--- src/sat_pkg.sv ---
// Package for the summed-area table block: sizes, beat and operation types,
// register indexes and the table address function. No dependencies.
package sat_pkg;

  localparam int MAX_ROWS    = 256;
  localparam int MAX_COLS    = 256;
  localparam int VALUE_WIDTH = 16;

  localparam int SUM_W     = 32;
  localparam int COORD_W   = 8;
  localparam int CNT_W     = 9;
  localparam int CFG_IDX_W = 2;
  localparam int MEM_DEPTH = MAX_ROWS * MAX_COLS;
  localparam int ADDR_W    = $clog2(MEM_DEPTH);

  localparam int QUEUE_DEPTH = 2;
  localparam int QPTR_W      = (QUEUE_DEPTH > 1) ? $clog2(QUEUE_DEPTH) : 1;

  localparam logic [CFG_IDX_W-1:0] REG_ROW_COUNT = CFG_IDX_W'(0);
  localparam logic [CFG_IDX_W-1:0] REG_COL_COUNT = CFG_IDX_W'(1);

  localparam logic CMD_LOAD  = 1'b0;
  localparam logic CMD_QUERY = 1'b1;

  typedef struct packed {
    logic                      cmd;
    logic signed [15:0]        value;
    logic        [COORD_W-1:0] top_row;
    logic        [COORD_W-1:0] left_col;
    logic        [COORD_W-1:0] bottom_row;
    logic        [COORD_W-1:0] right_col;
  } sat_in_t;

  typedef struct packed {
    logic signed [SUM_W-1:0] rect_sum;
    logic                    query_error;
  } sat_out_t;

  // For a load, addr[0] is the entry written and addr[1] the entry above.
  // For a query, addr[0..3] are the four corners in sum order + - - +.
  typedef struct packed {
    logic                         is_query;
    logic                         err;
    logic [SUM_W-1:0]             rsum;
    logic [3:0][ADDR_W-1:0]       addr;
    logic [3:0]                   mask;
  } sat_op_t;

  function automatic logic [ADDR_W-1:0] sat_addr(input logic [COORD_W-1:0] r,
                                                 input logic [COORD_W-1:0] c);
    logic [ADDR_W-1:0] a;
    a = ADDR_W'(r) * ADDR_W'(MAX_COLS) + ADDR_W'(c);
    return a;
  endfunction

endpackage

--- src/sat_front.sv ---
// Front end of the summed-area table block: configuration registers, load
// position tracking, running row sum and query checks. Uses sat_pkg.
module sat_front (
  input  logic                             clk,
  input  logic                             rst_n,
  input  logic                             cfg_valid,
  output logic                             cfg_ready,
  input  logic [sat_pkg::CFG_IDX_W-1:0]    cfg_index,
  input  logic [sat_pkg::CNT_W-1:0]        cfg_data,
  input  logic                             in_valid,
  output logic                             in_ready,
  input  sat_pkg::sat_in_t                 in_data,
  output logic                             push,
  output sat_pkg::sat_op_t                 push_op,
  input  logic                             q_full
);
  import sat_pkg::*;

  logic [CNT_W-1:0]   row_count_r, col_count_r;
  logic [COORD_W-1:0] load_row_r, load_col_r;
  logic [SUM_W-1:0]   row_sum_r;
  logic               complete_r;

  logic [CNT_W-1:0]   rows, cols;
  logic               restart, last_col, last_row, q_err;
  logic [COORD_W-1:0] r, c, t, l, b, rc;
  logic [SUM_W-1:0]   v, rsum;

  assign cfg_ready = 1'b1;
  assign in_ready  = !q_full;
  assign push      = in_valid && in_ready;

  always_comb begin
    if (row_count_r == '0) begin
      rows = CNT_W'(1);
    end else if (row_count_r > CNT_W'(MAX_ROWS)) begin
      rows = CNT_W'(MAX_ROWS);
    end else begin
      rows = row_count_r;
    end
    if (col_count_r == '0) begin
      cols = CNT_W'(1);
    end else if (col_count_r > CNT_W'(MAX_COLS)) begin
      cols = CNT_W'(MAX_COLS);
    end else begin
      cols = col_count_r;
    end
  end

  always_comb begin
    restart  = complete_r || ({1'b0, load_row_r} >= rows) || ({1'b0, load_col_r} >= cols);
    r        = restart ? '0 : load_row_r;
    c        = restart ? '0 : load_col_r;
    v        = {{(SUM_W-VALUE_WIDTH){in_data.value[VALUE_WIDTH-1]}},
                in_data.value[VALUE_WIDTH-1:0]};
    rsum     = (c == '0) ? v : row_sum_r + v;
    last_col = !(({1'b0, c} + CNT_W'(1)) < cols);
    last_row = !(({1'b0, r} + CNT_W'(1)) < rows);

    t  = in_data.top_row;
    l  = in_data.left_col;
    b  = in_data.bottom_row;
    rc = in_data.right_col;
    q_err = !complete_r || (t > b) || (l > rc) ||
            ({1'b0, b} >= rows) || ({1'b0, rc} >= cols);

    push_op = '0;
    if (in_data.cmd == CMD_QUERY) begin
      push_op.is_query = 1'b1;
      push_op.err      = q_err;
      push_op.addr[0]  = sat_addr(b, rc);
      push_op.addr[1]  = sat_addr(t - COORD_W'(1), rc);
      push_op.addr[2]  = sat_addr(b, l - COORD_W'(1));
      push_op.addr[3]  = sat_addr(t - COORD_W'(1), l - COORD_W'(1));
      push_op.mask     = {(t != '0) && (l != '0), l != '0, t != '0, 1'b1};
    end else begin
      push_op.rsum    = rsum;
      push_op.addr[0] = sat_addr(r, c);
      push_op.addr[1] = sat_addr(r - COORD_W'(1), c);
      push_op.mask    = {2'b00, r != '0, 1'b1};
    end
  end

  always_ff @(posedge clk) begin
    if (!rst_n) begin
      row_count_r <= CNT_W'(256);
      col_count_r <= CNT_W'(256);
      load_row_r  <= '0;
      load_col_r  <= '0;
      row_sum_r   <= '0;
      complete_r  <= 1'b0;
    end else if (cfg_valid && cfg_ready &&
                 (cfg_index == REG_ROW_COUNT || cfg_index == REG_COL_COUNT)) begin
      if (cfg_index == REG_ROW_COUNT) begin
        row_count_r <= cfg_data;
      end else begin
        col_count_r <= cfg_data;
      end
      load_row_r <= '0;
      load_col_r <= '0;
      row_sum_r  <= '0;
      complete_r <= 1'b0;
    end else if (push && in_data.cmd == CMD_LOAD) begin
      row_sum_r  <= rsum;
      complete_r <= last_col && last_row;
      load_col_r <= last_col ? '0 : c + COORD_W'(1);
      if (last_col) begin
        load_row_r <= last_row ? '0 : r + COORD_W'(1);
      end else begin
        load_row_r <= r;
      end
    end
  end

endmodule

--- config.mk ---
export PLATFORM = sky130hd
export DESIGN_NAME = sat_front
export DESIGN_NICKNAME = d
export VERILOG_FILES = /design/src/sat_pkg.sv /design/src/sat_front.sv
export SDC_FILE = /design/constraint.sdc
export NUM_CORES = 1
export LEC_CHECK = 0
export BUFFER_PORTS_ARGS = -buffer_cell sky130_fd_sc_hd__buf_4
export CAP_MARGIN = 0
export CELL_PAD_IN_SITES_DETAIL_PLACEMENT = 1
export CELL_PAD_IN_SITES_GLOBAL_PLACEMENT = 1
export CORE_UTILIZATION = 33
export DETAILED_ROUTE_END_ITERATION = 6
export HOLD_SLACK_MARGIN = 0.05
export PLACE_DENSITY_LB_ADDON = 0.1
export SLEW_MARGIN = 20
export SYNTH_ARGS = -nofsm -noshare
export SYNTH_HDL_FRONTEND = slang
export SYNTH_SLANG_ARGS = --single-unit
--- constraint.sdc ---
create_clock -name clk -period 6.18 [get_ports clk]
set_input_delay 1.236 -clock clk [delete_from_list [all_inputs] [get_ports clk]]
set_output_delay 1.236 -clock clk [all_outputs]
set_load 0.05 [all_outputs]
* Word-level counts from Yosys, hierarchy flattened
Index checks and enable logic that the tools add are counted.
** Storage, ports and cells
- Input port bits :: 65
- Output and inout bits :: 105
- Bits in registers :: 67
- Logic and storage cells :: 74
** Operators by class
- Eq/ne operators :: 1
- Order comparisons :: 10
- $add $sub $neg :: 14
- Mux-type cells :: 14
- Bitwise gates (word level) :: 3
- Reductions and logical operators :: 26
** Operators by type and width (count)
- adder 16 x 8 -> 16 bit :: 6
- 2-to-1 mux 32 bit :: 3
- 2-to-1 mux 8 bit :: 5
- greater-or-equal comparator 8 x 9 -> 1 bit :: 4
- 2-to-1 mux 36 bit :: 1
- 2-to-1 mux 9 bit :: 4
- adder 32 bit :: 1
- nonzero test 8 bit :: 3
- subtractor 8 x 1 -> 8 bit, second input constant :: 3
- adder 8 x 1 -> 9 bit, second input constant :: 2
- greater-than comparator 9 bit, second input constant :: 2
- logical NOT 9 bit :: 2
- less-than comparator 9 bit :: 2
- adder 8 x 1 -> 8 bit, second input constant :: 2
- greater-than comparator 8 bit :: 2
- logical NOT 8 bit :: 1
- logical OR 1 bit :: 7
- logical AND 1 bit :: 5
- logical NOT 1 bit :: 4
- AND reduction 2 bit :: 2
- inverter 1 bit :: 3
- == test 2 x 1 -> 1 bit, second input constant :: 1
- logical NOT 2 bit :: 1
- 2-to-1 mux 2 bit :: 1
- OR reduction 2 bit :: 1

* Logic depth before layout (Yosys ltp)
- Depth after elaboration :: 11
- Mapped depth :: 26
- Gate-level depth less buffers :: 24

* Worst setup path before layout
No wires, ideal clock.
- Path type :: input to output
- From :: in in_data[43] in the netlist's numbering
- To :: out push_op[99] in the netlist's numbering
- Data arrival time :: 4.163 ns
- Cell stages on the path :: 10
- Path slack :: 0.781 ns
- Cells stage by stage :: ha_1 -> clkbuf_1 -> or3_1 -> o211ai_1 -> a311oi_2 -> a2111oi_1 -> nor2_2 -> xnor2_1 -> or3_1 -> a21oi_1
** RTL lines
- start: declaration :: line sat_front.sv:12 : input sat_pkg::sat_in_t in_data,
- end: declaration :: line sat_front.sv:14 : output sat_pkg::sat_op_t push_op,

==> flow_metrics.env <==
export IMPL_drtAntennaViolNets=0
export IMPL_cp_slowest_cell="nor2_1"
export IMPL_final_cells=1410
export IMPL_hold_depth=2
export IMPL_io_buffer_count=167
export IMPL_path_buf_inv=2
export IMPL_outcome="finished with violations"
export IMPL_clk_latency_ns=0.35
export IMPL_p_total_uw=1600
export IMPL_synthAdderAreaFrac=0.178
export IMPL_dp_cells=1394
export IMPL_vias=7574
export IMPL_maxCapViolCount=0
export IMPL_clock_power_share=0.366
export IMPL_rsz0062_at_grt="false"
export IMPL_p_leak_uw=0.00424
export IMPL_netlist_instances=1006
export IMPL_grt_total_usage=0.222
export IMPL_die_h_um=152
export IMPL_critPathArrivalTime_ns=4.42
export IMPL_die_w_um=152
export IMPL_start_kind="flop"
export IMPL_ctsLongestPathBuffers=2
export IMPL_synth_seq_cells=67
export IMPL_cts_max_level=3
export IMPL_path_cells="nor4_1, a21oi_1, nor2_1, ha_1, nand2b_1, a21o_1, a21o_1, a41oi_1, and3_1, nand2_1, ha_1, o21ai_4, buf_4, mux2i_1, nor2_1, buf_4"
export IMPL_coreArea_um2=22000
export IMPL_critPathKind="reg -> out"
export IMPL_seq_power_share=0.284
export IMPL_synth_ff_type="dfxtp_1"
export IMPL_cts_tree="built"
export IMPL_synth_compound_area_share=0.252
export IMPL_grt_start_max_net_pins=59
export IMPL_syn_mean_instance_area_um2=7.39
export IMPL_netSwitchingPower_uw=612
export IMPL_ys_warn_count=0
export IMPL_start_util=0.339
export IMPL_yosys_area_share_simple=0.226
export IMPL_powerDensity_nw_per_um2=175
export IMPL_setup_viol=0
export IMPL_synth_area_leader_cell="dfxtp_1"
export IMPL_cp_num_cells=16
export IMPL_synthTopCellsByArea="dfxtp_1 (18%), ha_1 (17%), a21oi_1 (6.1%), nor2_1 (6.0%), nand2_1 (4.3%)"
export IMPL_row_count=54
export IMPL_nets=1295
export IMPL_finalCritPeriodShare=0.916
export IMPL_worst_r2r_path_depth=24
export IMPL_grt_pass1_vias=7752
export IMPL_muxShareOfSynthArea=0.0310
export IMPL_drive_above_1_share=0.188
export IMPL_antenna_found_initial=0
export IMPL_drt_total_wl_um=25700
export IMPL_place_gp_congestion=0.833
export IMPL_p_int_uw=985
export IMPL_drtIter0Drc=313
export IMPL_maxSlewHeadroom=0.372
export IMPL_grt_overflow_total=0
export IMPL_path_delay_family="simple AND/OR/NAND/NOR gates"
export IMPL_finalCriticalPeriod_ns=5.66
export IMPL_min_path_type="reg -> reg"
export IMPL_worst_path_max_fanout=28
export IMPL_worst_hold_slack_ns=0.466
export IMPL_syn2layout_area_growth_pct=22.4
export IMPL_clock_root_buffer="clkbuf_16"
export IMPL_slew_viol_final=0
export IMPL_die_area_um2=23100
export IMPL_ctsHoldBuffers=0
export IMPL_synth_top_area_share=0.180
export IMPL_finalHoldViolations=0
export IMPL_drt_pass1_iterations=7
export IMPL_postLayoutCoreUtil=0.415
export IMPL_routedWlPerCell_um=18.2
export IMPL_power_frac_comb=0.350
export IMPL_violations="design-rule violations"
export IMPL_cpPeakStageDelay_ns=0.39
export IMPL_postCtsSetupBuffers=0
export IMPL_max_clock_freq_mhz=177
export IMPL_dpl_hpwl_um=20100
export IMPL_ir_worst_vdd_uv=129
export IMPL_synth_async_reset_ratio=0
export IMPL_synth_top_family_by_area="compound AO/OA/AOI/OAI gates"
export IMPL_n_antenna_cell=0
export IMPL_cts_clk_slew_worst_paths_ns=0.06
export IMPL_synth_edff_count=0
export IMPL_post_cts_resized=0
export IMPL_finClkSkew_ns=0.0148
export IMPL_synthXorXnorAreaFrac=0.0648
export IMPL_drc=37
export IMPL_seq_area_frac_synth=0.180
export IMPL_synth_common_cells="nor2_1 (118), ha_1 (104), a21oi_1 (91)"
export IMPL_reg2reg_setup_slack_ns=0.66
export IMPL_viasPerCell=5.37
export IMPL_cts_buffers=9
export IMPL_power_switching_share=0.383
export IMPL_synthesis_area_um2=7440
export IMPL_grt_first_pass_wirelength_um=41500
export IMPL_cts_num_sinks=67
export IMPL_yosysMostFrequentCell="nor2_1"
export IMPL_tightest_slew_ns=0.942
export IMPL_synth_cell_types=68
export IMPL_required_ns=4.94
export IMPL_io_pins=170
export IMPL_crit_path_end_kind="output pin"
export IMPL_fin_setup_tns_ns=0
power by group through the flow:
stage          clock, uW  combinational (uW)  sequential [uW]
4_1_cts              594                 564              454
3_5_place_dp           0                 561              463
2_1_floorplan          0                 392              459
5_1_grt              615                 604              455
6_report             584                 559              454
3_3_place_gp           0                 556              463
worst register-to-register path, delay by kind of cell (launching register included):
kind / cells / cell delay [ns]
and+or+nand+nor: 12 / 2.63
DFF: 1 / 0.37
xor gates and xnor gates: 1 / 0.13
adders and majority gates: 3 / 0.84
AOI/OAI and AO/OA: 6 / 1.31
buffers and inverters: 2 / 0.17
path summary, 6_finish.rpt:
path	startpoint	end
setup / recovery	row_count_r[4]	push_op[79]
hold / removal	row_sum_r[25]	row_sum_r[25]
setup reg to reg	row_count_r[4]	load_row_r[3]
hold reg to reg	row_sum_r[25]	row_sum_r[25]
sequential cells by signal (all words and copies together) (netlist names):
| register | count |
|---|---|
| row_count_r | 9 |
| row_sum_r | 32 |
| load_col_r | 8 |
| complete_r | 1 |
| col_count_r | 9 |
| load_row_r | 8 |
cell usage in the layout (no fill, tap or decap), types with 12 or more instances in the layout:
master and n:
nor2b_1 25, nand2_1 85, inv_1 44, buf_4 174, nand3_1 35, a21oi_1 91, o21ai_0 56, o31ai_1 12
dfxtp_1 67, nor2_1 117, a211oi_1 17, nor3_1 23, mux2i_1 23, ha_1 104, xor2_1 25, xnor2_1 30
nand2b_1 13, a21o_1 37
layout make-up:
cell class	instances	area, um^2
timing repair buffer	174	1310
multi-input combinational	827	5610
clock buffer	10	229
tap	280	350
inverter	46	173
clock inverter	6	90.1
sequential	67	1340
fill	2762	12900
kinds of logic (layout without fill, tap and decap cells):
group                    count (synthesis)  after routing
adder cells (fa/ha/maj)                105            105
XOR/XNOR                                55             55
flip-flops                              67             67
AND/OR/NAND/NOR                        355            355
buffers and inverters                  113            236
AO/OA/AOI/OAI                          287            287
multiplexers                            23             23
other                                    1              2
stage by stage:
stage	setup WS (ns)	cell area, um^2
after floorplan	0.781	7440
final	0.522	9100
after global placement	0.767	8780
after detailed placement	0.708	8780
after CTS	0.455	9100
after global routing	0.204	9100
per-layer routing:
metal  GRT usage  part of all wire  vias to the layer above
met5           0                 0                        -
met4      0.0559             0.015                        0
met3      0.0321             0.041                       30
met2       0.358              0.45                      152
met1       0.308              0.50                     3587
li1            -                 -                     3805
Note: power is estimated with default switching activity, not from simulation.
