$ cat src/sat_pkg.sv
// Package for the summed-area table block: sizes, beat and operation types,
// register indexes and the table address function. No dependencies.
package sat_pkg;

  localparam int MAX_ROWS    = 256;
  localparam int MAX_COLS    = 256;
  localparam int VALUE_WIDTH = 16;

  localparam int SUM_W     = 32;
  localparam int COORD_W   = 8;
  localparam int CNT_W     = 9;
  localparam int CFG_IDX_W = 2;
  localparam int MEM_DEPTH = MAX_ROWS * MAX_COLS;
  localparam int ADDR_W    = $clog2(MEM_DEPTH);

  localparam int QUEUE_DEPTH = 2;
  localparam int QPTR_W      = (QUEUE_DEPTH > 1) ? $clog2(QUEUE_DEPTH) : 1;

  localparam logic [CFG_IDX_W-1:0] REG_ROW_COUNT = CFG_IDX_W'(0);
  localparam logic [CFG_IDX_W-1:0] REG_COL_COUNT = CFG_IDX_W'(1);

  localparam logic CMD_LOAD  = 1'b0;
  localparam logic CMD_QUERY = 1'b1;

  typedef struct packed {
    logic                      cmd;
    logic signed [15:0]        value;
    logic        [COORD_W-1:0] top_row;
    logic        [COORD_W-1:0] left_col;
    logic        [COORD_W-1:0] bottom_row;
    logic        [COORD_W-1:0] right_col;
  } sat_in_t;

  typedef struct packed {
    logic signed [SUM_W-1:0] rect_sum;
    logic                    query_error;
  } sat_out_t;

  // For a load, addr[0] is the entry written and addr[1] the entry above.
  // For a query, addr[0..3] are the four corners in sum order + - - +.
  typedef struct packed {
    logic                         is_query;
    logic                         err;
    logic [SUM_W-1:0]             rsum;
    logic [3:0][ADDR_W-1:0]       addr;
    logic [3:0]                   mask;
  } sat_op_t;

  function automatic logic [ADDR_W-1:0] sat_addr(input logic [COORD_W-1:0] r,
                                                 input logic [COORD_W-1:0] c);
    logic [ADDR_W-1:0] a;
    a = ADDR_W'(r) * ADDR_W'(MAX_COLS) + ADDR_W'(c);
    return a;
  endfunction

endpackage

$ cat src/sat_queue.sv
// Short in-order queue of classified operations between front and back end.
// Uses sat_pkg for the operation type and depth.
module sat_queue (
  input  logic             clk,
  input  logic             rst_n,
  input  logic             push,
  input  sat_pkg::sat_op_t push_op,
  output logic             full,
  input  logic             pop,
  output logic             head_valid,
  output sat_pkg::sat_op_t head_op
);
  import sat_pkg::*;

  sat_op_t            slot_r [QUEUE_DEPTH];
  logic [QPTR_W-1:0]  wr_ptr_r, rd_ptr_r;
  logic [QPTR_W:0]    count_r;

  assign full       = (count_r == (QPTR_W+1)'(QUEUE_DEPTH));
  assign head_valid = (count_r != '0);
  assign head_op    = slot_r[rd_ptr_r];

  always_ff @(posedge clk) begin
    if (push) begin
      slot_r[wr_ptr_r] <= push_op;
    end
  end

  always_ff @(posedge clk) begin
    if (!rst_n) begin
      wr_ptr_r <= '0;
      rd_ptr_r <= '0;
      count_r  <= '0;
    end else begin
      if (push) begin
        wr_ptr_r <= (wr_ptr_r == QPTR_W'(QUEUE_DEPTH - 1)) ? '0 : wr_ptr_r + QPTR_W'(1);
      end
      if (pop) begin
        rd_ptr_r <= (rd_ptr_r == QPTR_W'(QUEUE_DEPTH - 1)) ? '0 : rd_ptr_r + QPTR_W'(1);
      end
      if (push && !pop) begin
        count_r <= count_r + (QPTR_W+1)'(1);
      end else if (pop && !push) begin
        count_r <= count_r - (QPTR_W+1)'(1);
      end
    end
  end

endmodule

$ cat config.mk
export PLATFORM = sky130hd
export DESIGN_NAME = sat_queue
export DESIGN_NICKNAME = d
export VERILOG_FILES = /design/src/sat_pkg.sv /design/src/sat_queue.sv
export SDC_FILE = /design/constraint.sdc
export NUM_CORES = 1
export LEC_CHECK = 0
export BUFFER_PORTS_ARGS = -buffer_cell sky130_fd_sc_hd__buf_2
export CAP_MARGIN = 15
export CORE_MARGIN = 2
export CORE_UTILIZATION = 40
export DETAILED_ROUTE_END_ITERATION = 10
export GPL_TIMING_DRIVEN = 0
export PLACE_DENSITY = 0.66
export SETUP_SLACK_MARGIN = 0.05
export SYNTH_ARGS = -nofsm -noshare
export SYNTH_HDL_FRONTEND = slang
export SYNTH_SLANG_ARGS = --single-unit
$ cat constraint.sdc
create_clock -name clk -period 7 [get_ports clk]
set_clock_uncertainty 0.2 [all_clocks]
set_input_delay 2.1 -clock clk [delete_from_list [all_inputs] [get_ports clk]]
set_output_delay 2.1 -clock clk [all_outputs]
set_load 0.03 [all_outputs]
* Word level (Yosys, flattened, before mapping)
Memory sizes are Yosys's and may differ from the RTL's. A register that Yosys moved wholly into a read port is not among the register bits. Cells that the tools add are included.
Word-level totals: register bits after elaboration 4, RAM bits 204, input bits 106, output and inout port bits 104, word-level logic and storage cells 23, memories kept 1
Cells by class: $add $sub $neg 4, equal/unequal tests 1, multiplexer cells 8, reductions and logical operators 6
Memory list:
- slot_r | depth 2, bits a word 102, read ports 1, clocked after memory_dff 1, write ports 1, RTL line sat_queue.sv:15 | sat_op_t slot_r [QUEUE_DEPTH];
Operator list (count):
- $mux 1 | 6
- $mux 2 | 2
- $reduce_bool 2->1 | 2
- $add 1x1->1 const B | 2
- $add 2x1->2 const B | 1
- $eq 2x2->1 const B | 1
- $logic_and 1x1->1 | 2
- $logic_not 1->1 | 2
- $sub 2x1->2 const B | 1

* Depth between registers and ports, before layout
Gate-level depths: netlist of the first run.
depth in word-level cells 4, mapped depth 5, depth with buffers taken out 5

* Worst setup path after synthesis of the first run
OpenSTA, ideal clock, no wires.
path kind in2reg, start point input port push, end point memory slot_r[0][0] (netlist name) (enable), arrival 6569 ps, required time 6224 ps, path slack -345 ps, stages on the path 1, cells stage by stage nor2b_1
On the way: word-level cells in the longest chain between the ends 2
Ends and longest elaborated chain:
- start: declaration | RTL line sat_queue.sv:6 | input logic push,
- $mux 1 | RTL line sat_queue.sv:24 | if (push) begin
- $mux 1 (implied by the code) | RTL line sat_queue.sv:25 | slot_r[wr_ptr_r] <= push_op;
- end: declaration | RTL line sat_queue.sv:15
No other way between the ends.

==> qor.yml, run 1 <==
cp.required_ns: 4.70
p_leak_nw: 3.97
cts_setup_buffers: 0
yosys_warnings: 0
final_cells: 857
ys.flop_type: "edfxtp_1"
drive_above_1_share_pct: 60.9
die-area_um2: 20900
cap_violations: 0
synth-seq-cells: 209
p_clk_share_pct: 36.6
finalSetupViolCount: 0
p_per_area_nw_per_um2: 296
synth_edf_count: 204
final_area_um2: 10100
core_um2: 19400
endpoint_kind: "output port"
async_reset_ff_share_pct: 0
critical_path_class: "flip-flop to output port"
slew_viol_final: 0
synthCells: 339
die_y_um: 145
wl_per_cell_um: 16.5
grt_pass1_vias: 4112
path_cells: "buf_4 > buf_6 > mux2_4 > buf_2"
final_nets: 683
syn_to_final_growth_pct: 27.5
synthTopCellsByCount: "edfxtp_1 (204), mux2_4 (80), mux2_2 (22)"
antenna_found_initial: 1
post-route-util_pct: 52.0
drt.antenna.violating_nets: 0
crit_path_max_incr_delay_ns: 0.33
worstPathMaxFanout: 10
synth.most_common_cell: "edfxtp_1"
critPathSlowestCell: "dfxtp_1"
drt-initial-drc-count: 112
syn_area_um2: 7900
drtPass1Iterations: 4
tns_ns: 0
status: "complete, no violations"
yosysTopAreaCellShare_pct: 77.5
min_period_ns: 4.12
ctsResizeCount: 0
placed_cell_area_um2: 9390
pin_count: 210
grt_pass1_wl_um: 21000
avgSynthCellArea_um2: 23.3
p_int_mw: 2.27
fin_crit_sh_pct: 58.9
synthTopCellsByArea: "edfxtp_1 (78%), mux2_4 (15%), mux2_2 (3.1%), dfxtp_1 (1.3%), buf_6 (1.1%)"
p_switching_uw: 705
min_path_type: "flip-flop to flip-flop"
seq_power_share_pct: 49.1
p_sw_share_pct: 23.6
numCtsBuffers: 22
die_w_um: 145
rsz0062_at_grt: "false"
initial_core_util_pct: 40.7
finalHoldViolations: 0
tightest_slew_ns: 0.775
htree_levels: 1
grt_max_degree: 53
peakVddDrop_uv: 196
core.rowCount: 51
vias: 3868
path_clk_slew_ns: 0.06
clock_path_buffers: 3
combPwrFrac_pct: 14.3
insertion_delay_ns: 0.49
clockRootBuffer: "clkbuf_16"
portBuffers: 209
synth_largest_area_cell: "edfxtp_1"
slew_headroom_pct: 48.2
place_inst: 817
holdBufCountCts: 0
drt-total-wl_um: 14100
track_usage_pct: 13.1
cts.sink_count: 209
drc: 0
cts_tree: "built"
synth-seq-area-share_pct: 78.8
grt-ovfl-total: 0
routabilityCongestion: 0.663
place_hpwl_um: 9620
critPathLaunchType: "flip-flop"
whs_ns: 0.320
ys_types: 19
via_per_inst: 4.51
fmax_mhz: 242
arrival_ns: 1.82
syn_nets: 446
worst max-delay path, delay by kind of cell, from the launching register on:
family                 cells  cell delay (ns)
buffers and inverters      3             0.68
flip-flops                 1             0.33
multiplexers               1             0.31
through the flow:
stage | total power, mW | setup slack [ns]
after global placement | 1.91 | 0.0204
after detailed placement | 1.92 | 3.19
after global routing | 3.10 | 2.77
after floorplan | 1.79 | 1.58
final | 2.98 | 2.88
after CTS | 3.02 | 2.81
flip-flops by register name, summed over array words and instances, names as in the netlist, named ones only:
signal	count
slot_r	204
count_r	2
wr_ptr_r	1
rd_ptr_r	1
logic make-up after synthesis:
group	Yosys count	synth area share, %
mux	102	18.3
fa+ha+maj	1	0.158
simple gates	9	0.728
compound gates	3	0.253
xor+xnor	3	0.333
flops	209	78.8
buf+inv	12	1.41
path summary, 6_finish.rpt:
kind / start / endpoint / slack (ns) / cells after the start
max: flip-flop / head_op[33] / 2.88 / 4
max reg2reg: wr_ptr_r / slot_r[1][56] / 5.04 / 2
min reg2reg: count_r[1] / count_r[1] / 0.32 / 2
min: count_r[1] / count_r[1] / 0.32 / 2
power by group through the flow:
| stage | clock (mW) | sequential (mW) | combinational, mW |
|---|---|---|---|
| finish | 1.09 | 1.46 | 0.425 |
| global route | 1.18 | 1.47 | 0.451 |
| CTS | 1.13 | 1.46 | 0.433 |
| detailed placement | 0 | 1.49 | 0.431 |
| global placement | 0 | 1.49 | 0.416 |
| floorplan | 0 | 1.49 | 0.301 |
cell type report:
class	instances	area, um2
multi-input combinational	118	1580
inverter	1	3.75
clock inverter	10	72.6
antenna	1	2.50
sequential	209	6230
buffer	11	108
tap	265	332
fill	1599	9320
timing repair buffer	213	1140
clock buffer	29	618
cell usage in the layout, fill, tap and decap left out, drive strengths merged:
master,count
edfxtp,204
bufinv,1
dfxtp,5
nor2b,2
xnor2,1
ha,1
o21ai,1
and2b,1
a21boi,1
or2,1
diode,1
inv,1
xor2,2
o21a,1
mux2,102
buf,224
and2,4
clkinv,8
clkinvlp,1
clkbuf,29
or3,1
layer usage:
metal / vias to the layer above / track usage, % / wire, um
li1: 1819 / - / -
met1: 1892 / 14.7 / 5480
met4: 0 / 3.07 / 175
met3: 18 / 4.70 / 1260
met5: - / 0 / 0
met2: 139 / 23.7 / 7220
No activity file was read; power rests on OpenSTA's default activity.
==> run 2, diff against run 1 <==
--- a/config.mk
+++ b/config.mk
@@ -5,13 +5,13 @@
 export SDC_FILE = /design/constraint.sdc
 export NUM_CORES = 1
 export LEC_CHECK = 0
+export ABC_AREA = 1
 export BUFFER_PORTS_ARGS = -buffer_cell sky130_fd_sc_hd__buf_2
 export CAP_MARGIN = 15
 export CORE_MARGIN = 2
 export CORE_UTILIZATION = 40
 export DETAILED_ROUTE_END_ITERATION = 10
 export GPL_TIMING_DRIVEN = 0
-export PLACE_DENSITY = 0.66
 export SETUP_SLACK_MARGIN = 0.05
 export SYNTH_ARGS = -nofsm -noshare
 export SYNTH_HDL_FRONTEND = slang
==> constraint.sdc (replaced) <==
create_clock -name clk -period 3.97 [get_ports clk]
set_clock_uncertainty 0.2 [all_clocks]
set_input_delay 1.191 -clock clk [delete_from_list [all_inputs] [get_ports clk]]
set_output_delay 1.191 -clock clk [all_outputs]
set_load 0.03 [all_outputs]
==> qor.yml, run 2 <==
grt_pass1_vias: 4250  # +3.4%
top_regs: "slot_r (204), count_r (2)"
syn_area_um2: 7910  # about the same
drt-total-wl_um: 14400  # +1.8%
synthTopCellsByArea: "edfxtp_1 (77%), mux2_4 (15%), mux2_2 (3.1%), dfxtp_1 (1.3%), buf_6 (1.1%)"
ys.flop_type: "edfxtp_1"
yosys_warnings: 0  # unchanged
synth.most_common_cell: "edfxtp_1"
finalHoldViolations: 0  # unchanged
finalSetupViolCount: 0  # unchanged
tightest_slew_ns: 0.654  # -0.121 ns
place_inst: 831  # +1.7%
cts.sink_count: 209  # unchanged
portBuffers: 209  # unchanged
post-route-util_pct: 51.8  # -0.18 points
core_um2: 19500  # +0.33%
tns_ns: 0  # unchanged
synth-seq-cells: 209  # unchanged
endpoint_kind: "output port"
die_y_um: 145  # about the same
drtPass1Iterations: 4  # unchanged
htree_levels: 1  # unchanged
numCtsBuffers: 22  # unchanged
worst-r2r-setup-slack_ns: 2.04  # -3.00 ns
hold_end: "rd_ptr_r"
power_mw: 5.18  # +74%
critPathLaunchType: "flip-flop"
clockRootBuffer: "clkbuf_16"
min_period_ns: 3.19
cap_violations: 0  # unchanged
routabilityCongestion: 0.698  # +5.2%
synthTopCellsByCount: "edfxtp_1 (204), mux2_4 (80), mux2_2 (22)"
core.rowCount: 51  # unchanged
worstPathMaxFanout: 10  # unchanged
fin_crit_sh_pct: 80.3
insertion_delay_ns: 0.48  # about the same
synth-seq-area-share_pct: 78.7  # about the same
synth_largest_area_cell: "edfxtp_1"
final_cells: 866  # +1.1%
path_clk_slew_ns: 0.05  # about the same
status: "complete, no violations"
cts_tree: "built"
hold_depth: 2  # unchanged
ctsResizeCount: 0  # unchanged
ys_types: 15  # -4
final_area_um2: 10100  # about the same
synthCells: 352  # +3.8%
avgSynthCellArea_um2: 22.5  # -3.6%
clock_path_buffers: 3  # unchanged
min_path_type: "flip-flop to flip-flop"
die_w_um: 145  # about the same
wl_per_cell_um: 16.6  # +0.71%
final_nets: 697  # +2.0%
antenna_found_initial: 1  # unchanged
pin_count: 210  # unchanged
fmax_mhz: 314
syn_to_final_growth_pct: 27.4
final_common_cell: "buf_2"
grt_pass1_wl_um: 21100  # +0.59%
r2r_cells: 3  # +1
min-delay-start: "rd_ptr_r"
layout_common_cells: "buf_2 (211), edfxtp_1 (204), mux2_4 (80), clkbuf_16 (23), mux2_2 (22)"
timing.rr.start: "wr_ptr_r"
die-area_um2: 20900  # about the same
cp.required_ns: 2.58  # -2.12 ns
via_per_inst: 4.56  # +0.96%
arrival_ns: 1.80  # -0.02 ns
cts_setup_buffers: 0  # unchanged
drive_above_1_share_pct: 59.0  # -1.9 points
rsz0062_at_grt: "false"
critical_path_class: "flip-flop to output port"
initial_core_util_pct: 40.6  # -0.095 points
syn_nets: 459  # +2.9%
grt-ovfl-total: 0  # unchanged
yosysTopAreaCellShare_pct: 77.4  # about the same
p_leak_nw: 4.00  # +0.56%
place_hpwl_um: 9750  # +1.3%
drt-initial-drc-count: 129  # +15%
grt_max_degree: 58  # +9.4%
drt.antenna.violating_nets: 0  # unchanged
async_reset_ff_share_pct: 0  # unchanged
synth_edf_count: 204  # unchanged
track_usage_pct: 13.0  # -0.12 points
placed_cell_area_um2: 9410  # +0.21%
slew_headroom_pct: 56.4  # +8.2 points
vias: 3946  # +2.0%
slew_viol_final: 0  # unchanged
holdBufCountCts: 0  # unchanged
p_per_area_nw_per_um2: 514  # +74%
rr_endpoint: "slot_r[1][44]"
drc: 0  # unchanged
peakVddDrop_uv: 285  # +45%
top_register: "slot_r"
largest_reg_flops: 204  # unchanged
==> run 2: changes by cell type after synthesis, sizes merged, moves of 2 or more <==
cell and change:
and2 -4, nand2 +9, nor2b -2, xor2 -2, nor2 +8, inv +7
==> run 2: area by class of cell <==
class / instances / area (um2)
antenna: 1 / 2.50
buffer: 11 / 108
clock buffer: 30 / 602
clock inverter: 4 / 67.6
fill: 1566 / 9390
inverter: 8 / 32.5
multi-input combinational: 124 / 1550
sequential: 209 / 6230
tap: 265 / 332
timing repair buffer: 214 / 1150
==> run 2: worst max-delay path, stage by stage, from the launching register on <==
cell and delay [ns]:
dfxtp_1 0.33, buf_4 0.25, buf_6 0.22, mux2_4 0.32, buf_2 0.18
==> run 2: worst max-delay path by stage <==
stage          startpoint       endpoint  slack [ns]  cells past startpoint
3_3_place_gp         push  slot_r[1][45]       -1.19                      3
3_5_place_dp         push  slot_r[1][50]        1.07                      4
2_1_floorplan        push   slot_r[1][0]        0.08                      2
6_report        flip-flop    head_op[39]        0.78                      4
5_1_grt         flip-flop    head_op[35]        0.69                      4
4_1_cts         flip-flop    head_op[39]        0.72                      4
==> run 2: power by group <==
group          leakage, nW  switching, mW  internal [mW]
Combinational         1.72          0.399          0.267
Clock                0.323          0.754           1.17
Sequential            1.96         0.0278           2.55
==> run 2: layer usage <==
layer / share of wire [%] / global-route usage, % / vias to the layer above / wire, um
li1: - / - / 1851 / -
met2: 51 / 22.5 / 132 / 7280
met5: 0 / 0 / - / 0
met4: 2.1 / 4.39 / 0 / 306
met3: 8.2 / 4.44 / 23 / 1180
met1: 39 / 15.0 / 1940 / 5630
==> run 2: kinds of logic after synthesis <==
group | Yosys count | synth area share [%]
flops | 209 | 78.7
mux | 102 | 18.3
buf+inv | 19 | 1.74
simple gates | 19 | 0.949
compound gates | 2 | 0.126
fa+ha+maj | 1 | 0.158
==> run 2: through the flow <==
stage                     hold slack, ns  worst slack, ns
after floorplan                    0.263           0.0751
after global placement             0.277            -1.19
after detailed placement           0.295             1.07
after CTS                          0.308            0.716
after global routing               0.360            0.686
final                              0.307            0.783
